## config.mk

```make
export PLATFORM = sky130hd
export DESIGN_NAME = sliding_window_failure_lockout_unit_flat
export DESIGN_NICKNAME = d
export VERILOG_FILES = /design/src/hw/rtl/swfl_pkg.sv /design/src/hw/rtl/swfl_in_if.sv /design/src/hw/rtl/swfl_out_if.sv /design/src/hw/rtl/swfl_cell.sv /design/src/hw/rtl/sliding_window_failure_lockout_unit.sv /design/src/flat_wrapper.sv
export SDC_FILE = /design/constraint.sdc
export NUM_CORES = 2
export LEC_CHECK = 0
export ABC_AREA = 0
export BUFFER_PORTS_ARGS = -buffer_cell sky130_fd_sc_hd__buf_2
export CAP_MARGIN = 20
export CORE_MARGIN = 3
export CORE_UTILIZATION = 50
export DETAILED_ROUTE_END_ITERATION = 8
export HOLD_SLACK_MARGIN = 0.06
export PLACE_DENSITY = 0.72
export SETUP_SLACK_MARGIN = 0.15
export SYNTH_ARGS = -nofsm -noshare
export SYNTH_HDL_FRONTEND = slang
export SYNTH_SLANG_ARGS = --single-unit
```

## constraint.sdc

```tcl
create_clock -name i_clk -period 6.4 [get_ports i_clk]
set_input_delay 1.92 -clock i_clk [delete_from_list [all_inputs] [get_ports i_clk]]
set_output_delay 1.92 -clock i_clk [all_outputs]
set_load 0.01 [all_outputs]
```

## src/hw/rtl/swfl_pkg.sv

```systemverilog
`timescale 1ns / 1ps

package swfl_pkg;

    localparam int STORE_DEPTH_DEF    = 16;
    localparam int WINDOW_SECONDS_DEF = 60;

    localparam int CMD_W   = 2;
    localparam int TIME_W  = 32;
    localparam int MAXF_W  = 5;
    localparam int LOCKS_W = 17;
    localparam int WAIT_W  = 17;
    localparam int FCNT_W  = 5;
    localparam int CFG_W   = 17;
    localparam int CFG_IDX_W = 1;

    localparam logic [CMD_W-1:0] CMD_CHECK   = 2'd0;
    localparam logic [CMD_W-1:0] CMD_FAILURE = 2'd1;
    localparam logic [CMD_W-1:0] CMD_SUCCESS = 2'd2;

    localparam logic [CFG_IDX_W-1:0] CFG_MAX_FAILURES = 1'd0;
    localparam logic [CFG_IDX_W-1:0] CFG_LOCK_SECONDS = 1'd1;

    localparam logic [MAXF_W-1:0]  MAX_FAILURES_RST = 5'd5;
    localparam logic [LOCKS_W-1:0] LOCK_SECONDS_RST = 17'd60;

    localparam logic [WAIT_W-1:0] WAIT_MAX = 17'h1FFFF;

endpackage

```

## src/hw/rtl/swfl_in_if.sv

```systemverilog
`timescale 1ns / 1ps

interface swfl_in_if;
    import swfl_pkg::*;

    logic              valid;
    logic              ready;
    logic [CMD_W-1:0]  command;
    logic [TIME_W-1:0] now_seconds;

    modport source (output valid, output command, output now_seconds, input ready);
    modport sink (input valid, input command, input now_seconds, output ready);
endinterface

```

## src/hw/rtl/swfl_out_if.sv

```systemverilog
`timescale 1ns / 1ps

interface swfl_out_if;
    import swfl_pkg::*;

    logic              valid;
    logic              ready;
    logic              locked;
    logic [WAIT_W-1:0] wait_seconds;
    logic              lock_started;
    logic [FCNT_W-1:0] failure_count;

    modport source (
        output valid, output locked, output wait_seconds, output lock_started,
        output failure_count, input ready
    );
    modport sink (
        input valid, input locked, input wait_seconds, input lock_started,
        input failure_count, output ready
    );
endinterface

```

## src/hw/rtl/swfl_cell.sv

```systemverilog
`timescale 1ns / 1ps

module swfl_cell #(
    parameter int STORE_DEPTH    = swfl_pkg::STORE_DEPTH_DEF,
    parameter int WINDOW_SECONDS = swfl_pkg::WINDOW_SECONDS_DEF
) (
    input  logic                        i_clk,
    input  logic                        i_rst_n,
    input  logic [swfl_pkg::TIME_W-1:0] i_now,
    input  logic                        i_clear,
    input  logic                        i_wr,
    input  logic [3*$clog2(STORE_DEPTH)+$clog2(STORE_DEPTH+1)+swfl_pkg::TIME_W+1:0] i_carry,
    output logic [3*$clog2(STORE_DEPTH)+$clog2(STORE_DEPTH+1)+swfl_pkg::TIME_W+1:0] o_carry
);
    import swfl_pkg::*;

    localparam int IDX_W = $clog2(STORE_DEPTH);
    localparam int CNT_W = $clog2(STORE_DEPTH + 1);

    typedef struct packed {
        logic              tok;
        logic [IDX_W-1:0]  pos;
        logic              has_free;
        logic [IDX_W-1:0]  free_idx;
        logic [IDX_W-1:0]  old_idx;
        logic [TIME_W-1:0] old_age;
        logic [CNT_W-1:0]  cnt;
    } t_carry;

    t_carry            w_in;
    t_carry            n_carry;
    t_carry            r_carry;
    logic [TIME_W-1:0] r_time;
    logic              r_valid;
    logic [TIME_W-1:0] w_age;
    logic              w_expire;
    logic              w_live;
    logic              w_has_old;

    assign w_in     = t_carry'(i_carry);
    assign w_age    = i_now - r_time;
    assign w_expire = r_valid && (w_age > TIME_W'(WINDOW_SECONDS));
    assign w_live   = r_valid && !w_expire;
    // an older live entry exists once the count ahead is nonzero
    assign w_has_old = (w_in.cnt != '0);

    always_comb begin
        n_carry     = w_in;
        n_carry.pos = w_in.pos + IDX_W'(1);
        n_carry.cnt = w_in.cnt + CNT_W'(w_live);
        if (!w_live && !w_in.has_free) begin
            n_carry.has_free = 1'b1;
            n_carry.free_idx = w_in.pos;
        end
        if (w_live && (!w_has_old || (w_age > w_in.old_age))) begin
            n_carry.old_idx = w_in.pos;
            n_carry.old_age = w_age;
        end
    end

    always_ff @(posedge i_clk) begin
        if (!i_rst_n) begin
            r_valid     <= 1'b0;
            r_carry.tok <= 1'b0;
        end else begin
            r_carry <= n_carry;
            if (i_clear) begin
                r_valid <= 1'b0;
            end else if (i_wr) begin
                r_valid <= 1'b1;
            end else if (w_in.tok && w_expire) begin
                r_valid <= 1'b0;
            end
        end
        if (i_wr) begin
            r_time <= i_now;
        end
    end

    assign o_carry = r_carry;

endmodule

```

## src/hw/rtl/sliding_window_failure_lockout_unit.sv

```systemverilog
`timescale 1ns / 1ps

// Retry lockout with a sliding window of failure times. A check, success or
// other non-failure transfer gives its result in the next cycle, and the next
// can follow at once if that result is taken. A failure walks a scan token
// down the row of STORE_DEPTH storage cells, one cell per cycle, then decides
// the lockout and stores the time, or clears the cells if a lockout starts.
// Its result is registered as the token leaves the last cell; no transfer is
// taken during the scan. When idle, taking the result frees the input side.
// Config writes are meant for idle periods only.
module sliding_window_failure_lockout_unit #(
    parameter int STORE_DEPTH    = swfl_pkg::STORE_DEPTH_DEF,
    parameter int WINDOW_SECONDS = swfl_pkg::WINDOW_SECONDS_DEF
) (
    input  logic                           i_clk,
    input  logic                           i_rst_n,
    swfl_in_if.sink                        i_req,
    swfl_out_if.source                     o_rsp,
    input  logic                           i_cfg_we,
    input  logic [swfl_pkg::CFG_IDX_W-1:0] i_cfg_idx,
    input  logic [swfl_pkg::CFG_W-1:0]     i_cfg_data
);
    import swfl_pkg::*;

    localparam int IDX_W = $clog2(STORE_DEPTH);
    localparam int CNT_W = $clog2(STORE_DEPTH + 1);
    localparam int TH_W  = (CNT_W > MAXF_W) ? CNT_W : MAXF_W;
    localparam int CAR_W = 3 * IDX_W + CNT_W + TIME_W + 2;
    localparam logic [TH_W-1:0] DEPTH_T = TH_W'(STORE_DEPTH);

    typedef struct packed {
        logic              tok;
        logic [IDX_W-1:0]  pos;
        logic              has_free;
        logic [IDX_W-1:0]  free_idx;
        logic [IDX_W-1:0]  old_idx;
        logic [TIME_W-1:0] old_age;
        logic [CNT_W-1:0]  cnt;
    } t_carry;

    typedef enum logic {
        ST_IDLE,
        ST_SCAN
    } t_state;

    t_state             r_state;
    logic [TIME_W-1:0]  r_now;
    logic               r_start;
    logic [MAXF_W-1:0]  r_max_f;
    logic [LOCKS_W-1:0] r_lock_s;
    logic [TIME_W-1:0]  r_lock_until;
    logic               r_lock_active;
    logic [CNT_W-1:0]   r_count;
    logic               r_o_valid;
    logic               r_o_locked;
    logic [WAIT_W-1:0]  r_o_wait;
    logic               r_o_started;
    logic [FCNT_W-1:0]  r_o_count;

    logic [CAR_W-1:0]       w_chain [STORE_DEPTH+1];
    t_carry                 w_head;
    t_carry                 w_tail;
    logic [STORE_DEPTH-1:0] w_wr;
    logic                   w_clear;
    logic                   w_fire;
    logic                   w_end;
    logic                   w_eval;
    logic [CNT_W-1:0]       w_new_cnt;
    logic [TH_W-1:0]        w_thr;
    logic                   w_started;
    logic [IDX_W-1:0]       w_slot;
    logic [TIME_W-1:0]      w_eval_now;
    logic [TIME_W-1:0]      w_diff;
    logic                   w_act;
    logic                   w_locked;
    logic [WAIT_W-1:0]      w_wait;
    logic [CNT_W-1:0]       w_res_cnt;

    assign i_req.ready = (r_state == ST_IDLE) && (!r_o_valid || o_rsp.ready);
    assign w_fire      = i_req.valid && i_req.ready;

    always_comb begin
        w_head     = '0;
        w_head.tok = r_start;
    end
    assign w_chain[0] = w_head;
    assign w_tail     = t_carry'(w_chain[STORE_DEPTH]);
    assign w_end      = (r_state == ST_SCAN) && w_tail.tok;

    assign w_new_cnt = w_tail.cnt + CNT_W'(w_tail.has_free);
    assign w_thr     = (TH_W'(r_max_f) > DEPTH_T) ? DEPTH_T : TH_W'(r_max_f);
    assign w_started = w_end && (TH_W'(w_new_cnt) >= w_thr);
    assign w_slot    = w_tail.has_free ? w_tail.free_idx : w_tail.old_idx;
    assign w_clear   = w_started ||
                       (w_fire && (i_req.command == CMD_SUCCESS));

    for (genvar k = 0; k < STORE_DEPTH; k++) begin : g_cell
        assign w_wr[k] = w_end && !w_started && (w_slot == IDX_W'(k));

        swfl_cell #(
            .STORE_DEPTH    (STORE_DEPTH),
            .WINDOW_SECONDS (WINDOW_SECONDS)
        ) u_cell (
            .i_clk   (i_clk),
            .i_rst_n (i_rst_n),
            .i_now   (r_now),
            .i_clear (w_clear),
            .i_wr    (w_wr[k]),
            .i_carry (w_chain[k]),
            .o_carry (w_chain[k+1])
        );
    end

    // lockout test runs on the state left by this item
    assign w_eval     = w_end || (w_fire && (i_req.command != CMD_FAILURE));
    assign w_eval_now = (r_state == ST_SCAN) ? r_now : i_req.now_seconds;
    assign w_diff     = w_started ? TIME_W'(r_lock_s) : (r_lock_until - w_eval_now);
    assign w_act      = w_started || r_lock_active;
    assign w_locked   = w_act && (w_diff != '0) && !w_diff[TIME_W-1];

    always_comb begin
        w_wait = '0;
        if (w_locked) begin
            if (w_diff >= TIME_W'(WAIT_MAX)) begin
                w_wait = WAIT_MAX;
            end else begin
                w_wait = w_diff[WAIT_W-1:0] + WAIT_W'(1);
            end
        end
    end

    always_comb begin
        if (w_end) begin
            w_res_cnt = w_started ? '0 : w_new_cnt;
        end else if (i_req.command == CMD_SUCCESS) begin
            w_res_cnt = '0;
        end else begin
            w_res_cnt = r_count;
        end
    end

    always_ff @(posedge i_clk) begin
        if (!i_rst_n) begin
            r_state       <= ST_IDLE;
            r_start       <= 1'b0;
            r_max_f       <= MAX_FAILURES_RST;
            r_lock_s      <= LOCK_SECONDS_RST;
            r_lock_until  <= '0;
            r_lock_active <= 1'b0;
            r_count       <= '0;
            r_o_valid     <= 1'b0;
        end else begin
            r_start <= w_fire && (i_req.command == CMD_FAILURE);
            if (i_cfg_we) begin
                unique case (i_cfg_idx)
                    CFG_MAX_FAILURES: r_max_f  <= i_cfg_data[MAXF_W-1:0];
                    CFG_LOCK_SECONDS: r_lock_s <= i_cfg_data[LOCKS_W-1:0];
                endcase
            end
            unique case (r_state)
                ST_IDLE: begin
                    if (w_fire && (i_req.command == CMD_FAILURE)) begin
                        r_now   <= i_req.now_seconds;
                        r_state <= ST_SCAN;
                    end
                end
                ST_SCAN: begin
                    if (w_end) begin
                        r_state <= ST_IDLE;
                    end
                end
            endcase
            if (w_eval) begin
                r_lock_active <= w_locked;
                if (w_started) begin
                    r_lock_until <= r_now + TIME_W'(r_lock_s);
                end
                r_count     <= w_res_cnt;
                r_o_valid   <= 1'b1;
                r_o_locked  <= w_locked;
                r_o_wait    <= w_wait;
                r_o_started <= w_started;
                r_o_count   <= FCNT_W'(w_res_cnt);
            end else if (o_rsp.ready) begin
                r_o_valid <= 1'b0;
            end
        end
    end

    assign o_rsp.valid         = r_o_valid;
    assign o_rsp.locked        = r_o_locked;
    assign o_rsp.wait_seconds  = r_o_wait;
    assign o_rsp.lock_started  = r_o_started;
    assign o_rsp.failure_count = r_o_count;

endmodule

```

## src/flat_wrapper.sv

```systemverilog
// flat-port wrapper written by rule: the top's interface ports become plain ports
module sliding_window_failure_lockout_unit_flat import swfl_pkg::*;
#(
    parameter int STORE_DEPTH    = swfl_pkg::STORE_DEPTH_DEF,
    parameter int WINDOW_SECONDS = swfl_pkg::WINDOW_SECONDS_DEF
)
  (i_clk, i_rst_n, i_cfg_we, i_cfg_idx, i_cfg_data, i_req_valid, i_req_command, i_req_now_seconds, i_req_ready, o_rsp_valid, o_rsp_locked, o_rsp_wait_seconds, o_rsp_lock_started, o_rsp_failure_count, o_rsp_ready);
  swfl_in_if i_req_i ();
  swfl_out_if o_rsp_i ();
  input  logic i_clk;
  input  logic i_rst_n;
  input  logic i_cfg_we;
  input  logic [swfl_pkg::CFG_IDX_W-1:0] i_cfg_idx;
  input  logic [swfl_pkg::CFG_W-1:0] i_cfg_data;
  input wire logic [$bits(i_req_i.valid)-1:0] i_req_valid;
  input wire logic [$bits(i_req_i.command)-1:0] i_req_command;
  input wire logic [$bits(i_req_i.now_seconds)-1:0] i_req_now_seconds;
  output wire logic [$bits(i_req_i.ready)-1:0] i_req_ready;
  output wire logic [$bits(o_rsp_i.valid)-1:0] o_rsp_valid;
  output wire logic [$bits(o_rsp_i.locked)-1:0] o_rsp_locked;
  output wire logic [$bits(o_rsp_i.wait_seconds)-1:0] o_rsp_wait_seconds;
  output wire logic [$bits(o_rsp_i.lock_started)-1:0] o_rsp_lock_started;
  output wire logic [$bits(o_rsp_i.failure_count)-1:0] o_rsp_failure_count;
  input wire logic [$bits(o_rsp_i.ready)-1:0] o_rsp_ready;
  assign i_req_i.valid = i_req_valid;
  assign i_req_i.command = i_req_command;
  assign i_req_i.now_seconds = i_req_now_seconds;
  assign i_req_ready = i_req_i.ready;
  assign o_rsp_valid = o_rsp_i.valid;
  assign o_rsp_locked = o_rsp_i.locked;
  assign o_rsp_wait_seconds = o_rsp_i.wait_seconds;
  assign o_rsp_lock_started = o_rsp_i.lock_started;
  assign o_rsp_failure_count = o_rsp_i.failure_count;
  assign o_rsp_i.ready = o_rsp_ready;
  sliding_window_failure_lockout_unit #(.STORE_DEPTH(STORE_DEPTH), .WINDOW_SECONDS(WINDOW_SECONDS)) u_core (.i_clk(i_clk), .i_rst_n(i_rst_n), .i_req(i_req_i), .o_rsp(o_rsp_i), .i_cfg_we(i_cfg_we), .i_cfg_idx(i_cfg_idx), .i_cfg_data(i_cfg_data));
endmodule
```

=== Word level (Yosys, flattened, before mapping) ===
Index checks and enable logic that the tools add are counted.

* Output and inout bits: 26
* Input bits: 57
* Word-level logic and storage cells: 515
* Register bits after elaboration: 1,359

* Reduce and logical (&&, ||, !) cells: 226
* Add/sub/neg operators: 35
* Bitwise gates (word level): 3
* Muxes and demuxes: 60
* Equality and inequality tests: 18
* Magnitude comparators: 34

{| class="wikitable"
|+ Operator list
! kind !! number
|-
| 32-bit subtractor || 17
|-
| 32-bit by 6-bit greater-than comparator with 1-bit output, second input constant || 16
|-
| 32-bit two-way mux || 16
|-
| 32-bit greater-than comparator || 15
|-
| 1-bit logical AND || 104
|-
| 5-bit by 1-bit adder with 5-bit output || 15
|-
| 5-bit nonzero test || 14
|-
| 1-bit zero test || 64
|-
| 1-bit two-way mux || 36
|-
| 2-bit nonzero test || 17
|-
| 32-bit by 17-bit adder with 32-bit output || 1
|-
| 4-bit equality test, second input constant || 8
|-
| 32-bit by 17-bit >= comparator with 1-bit output, second input constant || 1
|-
| 32-bit nonzero test || 1
|-
| 5-bit two-way mux || 5
|-
| 1-bit logical OR || 19
|-
| 17-bit by 1-bit adder with 17-bit output, second input constant || 1
|-
| 17-bit two-way mux || 1
|-
| 4-bit by 3-bit equality test with 1-bit output, second input constant || 4
|-
| 4-bit by 2-bit equality test with 1-bit output, second input constant || 2
|-
| 2-bit AND reduction || 4
|-
| 5-bit >= comparator || 1
|-
| 5-bit greater-than comparator, second input constant || 1
|-
| 4-bit by 1-bit equality test with 1-bit output, second input constant || 1
|-
| other kinds (10) || 12
|}

=== Longest topological paths before layout ===
* Depth in word-level cells: 8
* Gate-level depth with buffers: 27

=== Hierarchy ===
From an unflattened synthesis, not the netlist that was laid out.

* Cells, all modules: 10,613
* Area total of the unflattened synthesis: 105,702.6 um^2

{| class="wikitable"
|+ Modules (own cells, without submodules)
! module !! cells each !! area each (um^2) !! times used
|-
| swfl_cell at u_core.g_cell[10].u_cell ... || 594 || 6,002.0 || 10
|-
| swfl_cell at u_core.g_cell[14].u_cell ... || 634 || 6,296.0 || 2
|-
| sliding_window_failure_lockout_unit || 949 || 8,343.0 || 1
|-
| swfl_cell at u_core.g_cell[1].u_cell || 636 || 6,439.9 || 1
|-
| swfl_cell at u_core.g_cell[0].u_cell || 611 || 6,228.5 || 1
|-
| swfl_cell at u_core.g_cell[9].u_cell || 619 || 6,132.1 || 1
|-
| swfl_cell at u_core.g_cell[8].u_cell || 590 || 5,947.0 || 1
|}

=== Least setup slack after synthesis ===
No wires, ideal clock.

* Kind: flip-flop to flip-flop
* From: register u_core.r_now[1]
* To: register u_core.g_cell[3].u_cell.r_carry (netlist bit u_core.g_cell[3].u_cell.o_carry[10]), data pin
* Required time: 6.140 ns
* Library setup time: 0.260 ns
* Path slack: 0.274 ns
* Cell stages (with the launch flop): 18
* Buffers on the path: 0
* Arrival time: 5.866 ns
* Period minus slack after synthesis: 6.126 ns
* Cells stage by stage: edfxtp_1 -> ha_1 -> nor2b_1 -> o31ai_1 -> a211oi_1 -> a211oi_1 -> a21oi_1 -> or2_2 -> a221oi_1 -> xnor2_1 -> ha_1 -> nand2_1 -> or4_1 -> nor3_1 -> a21oi_1 -> a31oi_1 -> nand4_1 -> mux2_2

{| class="wikitable"
|+ RTL lines
! item !! line !! RTL
|-
| start: declaration || sliding_window_failure_lockout_unit.sv:47 || <nowiki>logic [TIME_W-1:0] r_now;</nowiki>
|-
| start signal: assignment || sliding_window_failure_lockout_unit.sv:163 || <nowiki>r_now <= i_req.now_seconds;</nowiki>
|-
| end signal: assignment || swfl_cell.sv:66 || <nowiki>r_carry <= n_carry;</nowiki>
|-
| end: declaration || swfl_cell.sv:32 || <nowiki>t_carry r_carry;</nowiki>
|}

==> results.toml <==
[run_status]
outcome = "finished, final reports clean"

[global_route]
grt_overflow_total = 0
grt_max_degree = 178
antenna_found_initial = 11
grt_pass1_wl_um = 426000
grtUsageTotal_pct = 28.6
grt_pass1_vias = 72000

[route]
postRouteAntennaNets = 0
num_vias = 74800
wl_um = 283000
drc = 0
wl_per_cell_um = 22.8
drt_iter0_markers = 6329
firstDrtPassIters = 6
viasPerCell = 6.01

[critical_path]
cp-start-kind = "flop"
path_max_fanout = 26
cpPeakStageDelay_ns = 0.56
endpoint_kind = "flop"
reg2reg_from = "u_core.r_now[0]$_DFFE_PP_"
r2r_end = "u_core.g_cell[13].u_cell.o_carry[27]$_DFFE_PP_"
critPathSlowestCell = "nand3b_1"
worstSetupPathType = "reg2reg"
worstPathCellList = "inv_1 -> buf_12 -> ha_1 -> inv_1 -> fa_1 -> a21o_1 -> a221o_1 -> a211oi_2 -> o31a_1 -> a211oi_1 -> or4_1 -> and2_1 -> ha_1 -> nand4_1 -> nor4_1 -> a31o_2 -> a31oi_1 -> nand3b_1 -> buf_4 -> and2_1"
cp-endpoint = "u_core.g_cell[13].u_cell.o_carry[27]$_DFFE_PP_"
cp.arrival_ns = 6.52
ff2ff_setup_slack_ns = 0.43
crit_start = "u_core.r_now[0]$_DFFE_PP_"
required_ns = 6.95
worst_r2r_path_depth = 20

[power]
power_density_mw_per_mm2 = 199
combPwrFrac_pct = 9.4
peakVddDrop_uv = 237
switching_share_pct = 24.8
sequentialPowerShare_pct = 47.7
p_leak_nw = 44.6
switchingPower_mw = 5.13
intPower_mw = 15.6
clkPwrFrac_pct = 42.8

[clock_tree]
cts_root_buffer = "clkbuf_16"
cts_buffers = 153
ctsHoldBuffers = 0
insertion_delay_ns = 0.80
cts_sinks = 1327
clock_path_buffers = 3
cts_tree = "done"
clk_pin_slew_worst_paths_ns = 0.06
cts_max_level = 4

[cells_and_area]
multi_input_area_mm2 = 0.0498
seq_area_mm2 = 0.0389
area_delta_synth_final_pct = 11.0
drive_gt1_share_pct = 8.14
fillers = 16200
nNetsFinal = 11000

[sta]
hold_viol = 0
fin_crit_sh_pct = 93.2
finalCriticalPeriod_ns = 5.97
slew_headroom_pct = 34.2
tightest_slew_ns = 0.962
maxSlewViolCount = 0
whs_ns = 0.457
layout_setup_ws_ns = 0.435
fmax_ghz = 0.168
skew_ns = 0.0339
setup_viol = 0
rsz0062_at_grt = "no"

[logic_synthesis]
post_synth.cell_area_avg_um2 = 9.81
synth_cells = 9555
ys_ff_latch = 1327
yosys_warnings = 0
async_flop_share_pct = 0
synth_edf_count = 1232
synth.distinct_cells = 109
synth_commonest_cells = "1232 x edfxtp_1, 1190 x inv_1, 1049 x ha_1"
ys_seq_area_share_pct = 41.5
synth_area_leaders = "edfxtp_1 39%, ha_1 14%, inv_1 4.8%"
yosysTopAreaCell = "edfxtp_1"
synth_area_mm2 = 0.0938
ys_dominant_reg_cell = "edfxtp_1"
synth.most_common_cell = "edfxtp_1"
yosysTopAreaCellShare_pct = 39.5

[placed_design]
gp_congestion = 0.958
dp_slack_ns = -0.154
place_hpwl_um = 217000
portBuffers = 82

[floorplan]
placeableCoreArea_mm2 = 0.186
die_x_um = 439
rows = 158
start_util_pct = 50.5
fp.dieH_um = 439
die_area_mm2 = 0.193
ioPinCount = 83

[job]
maxCapViolCount = 0

[worst_hold_path]
worstHoldStart = "u_core.g_cell[4].u_cell.o_carry[50]$_SDFF_PN0_"
hp-class = "reg2reg"
[through the flow]
stage | setup TNS (ns) | util (%) | power (mW) | cells | cell area, µm²
floorplan | 0 | - | 11.2 | 9580 | 93900
CTS | 0 | 56.0 | 20.8 | 12400 | 104000
global placement | -4.87 | 53.2 | 11.9 | 12200 | 98900
finish | 0 | 56.0 | 20.7 | 12400 | 104000
global route | 0 | 56.0 | 21.4 | 12400 | 104000
detailed placement | -2.32 | 53.2 | 12.0 | 12200 | 98900
[state kept, by name (all words and copies together) (netlist names)]
signal,count
u_core.g_cell.u_cell.o_carry,680
u_core.g_cell.u_cell.r_time,512
u_core.r_lock_until,32
u_core.r_now,32
u_core.o_rsp.wait_seconds,17
u_core.r_lock_s,17
u_core.g_cell.u_cell.r_valid,16
u_core.o_rsp.failure_count,5
u_core.r_count,5
u_core.r_max_f,5
u_core.o_rsp.lock_started,1
u_core.o_rsp.locked,1
u_core.o_rsp.valid,1
u_core.r_lock_active,1
u_core.r_start,1
u_core.r_state,1
[repair_timing]
item / in CTS / in global routing
hold endpoints to repair: 0 / 0
gates resized for setup: 0 / 19
buffers inserted: 0 / 5
setup endpoints to repair: 0 / 206
[worst min-delay path by stage]
stage,depth (start not counted),slack (ns),end
finish,1,0.46,u_core.g_cell[5].u_cell.o_carry[50]$_SDFF_PN0_
detailed placement,1,0.44,u_core.g_cell[2].u_cell.o_carry[50]$_SDFF_PN0_
global placement,1,0.45,u_core.g_cell[5].u_cell.o_carry[50]$_SDFF_PN0_
CTS,1,0.45,u_core.g_cell[5].u_cell.o_carry[50]$_SDFF_PN0_
global route,1,0.48,u_core.r_state$_SDFF_PN0_
floorplan,1,0.42,u_core.r_state$_SDFF_PN0_
[cell usage in the layout, fill, tap and decap left out, types with 105 or more instances in the layout]
cell type  instances
nor2_1           622
nand2_1          498
edfxtp_1        1232
o21ai_0          403
xor2_1           193
inv_1           1190
ha_1            1049
buf_4            199
xnor2_1          302
nand3_1          187
nor3_1           160
o21a_1           117
a21o_1           320
nand4_1          193
nor2b_1          137
a31oi_1          105
nand2b_1         130
and2_1           212
a21oi_1          696
clkbuf_16        158
[cells by family (layout without fill, tap and decap cells)]
group	Yosys count	after routing	share of synthesized area (%)
DFF	1327	1327	41.5
buffers and inverters	1415	1799	5.72
muxes	163	163	1.86
adders and majority gates	1071	1071	14.4
other	1	30	0.00400
and+or+nand+nor	2643	2643	14.7
AOI/OAI and AO/OA	2438	2438	17.2
xor gates and xnor gates	497	497	4.67
[worst max-delay path, delay by kind of cell (launching register included)]
kind | cells | cell delay (ns)
and+or+nand+nor | 6 | 1.92
AOI/OAI and AO/OA | 7 | 1.68
buffers and inverters | 4 | 0.81
DFF | 1 | 0.39
adders and majority gates | 3 | 0.90
[routing by layer]
layer,vias to the layer above,track usage [%],routed length [µm]
met5,-,0,0
met4,0,13.3,14300
met3,562,3.47,16200
met2,2540,47.8,134000
met1,36100,37.1,119000
li1,35600,-,-
[power groups by stage]
stage	sequential, mW	clock, mW	combinational [mW]
after CTS	9.88	9.03	1.93
final	9.88	8.87	1.95
after detailed placement	10.1	0	1.91
after global placement	10.1	0	1.86
after global routing	9.89	9.39	2.16
after floorplan	10.0	0	1.23
[final cells by class]
type / instances / area share [%]
tap: 2480 / 2.98
clock inverter: 94 / 0.911
antenna: 4 / 0.00961
timing repair buffer: 323 / 2.65
sequential: 1327 / 37.4
clock buffer: 192 / 3.98
inverter: 1190 / 4.29
multi-input combinational: 6838 / 47.8
Note: power is estimated with default switching activity, not from simulation.
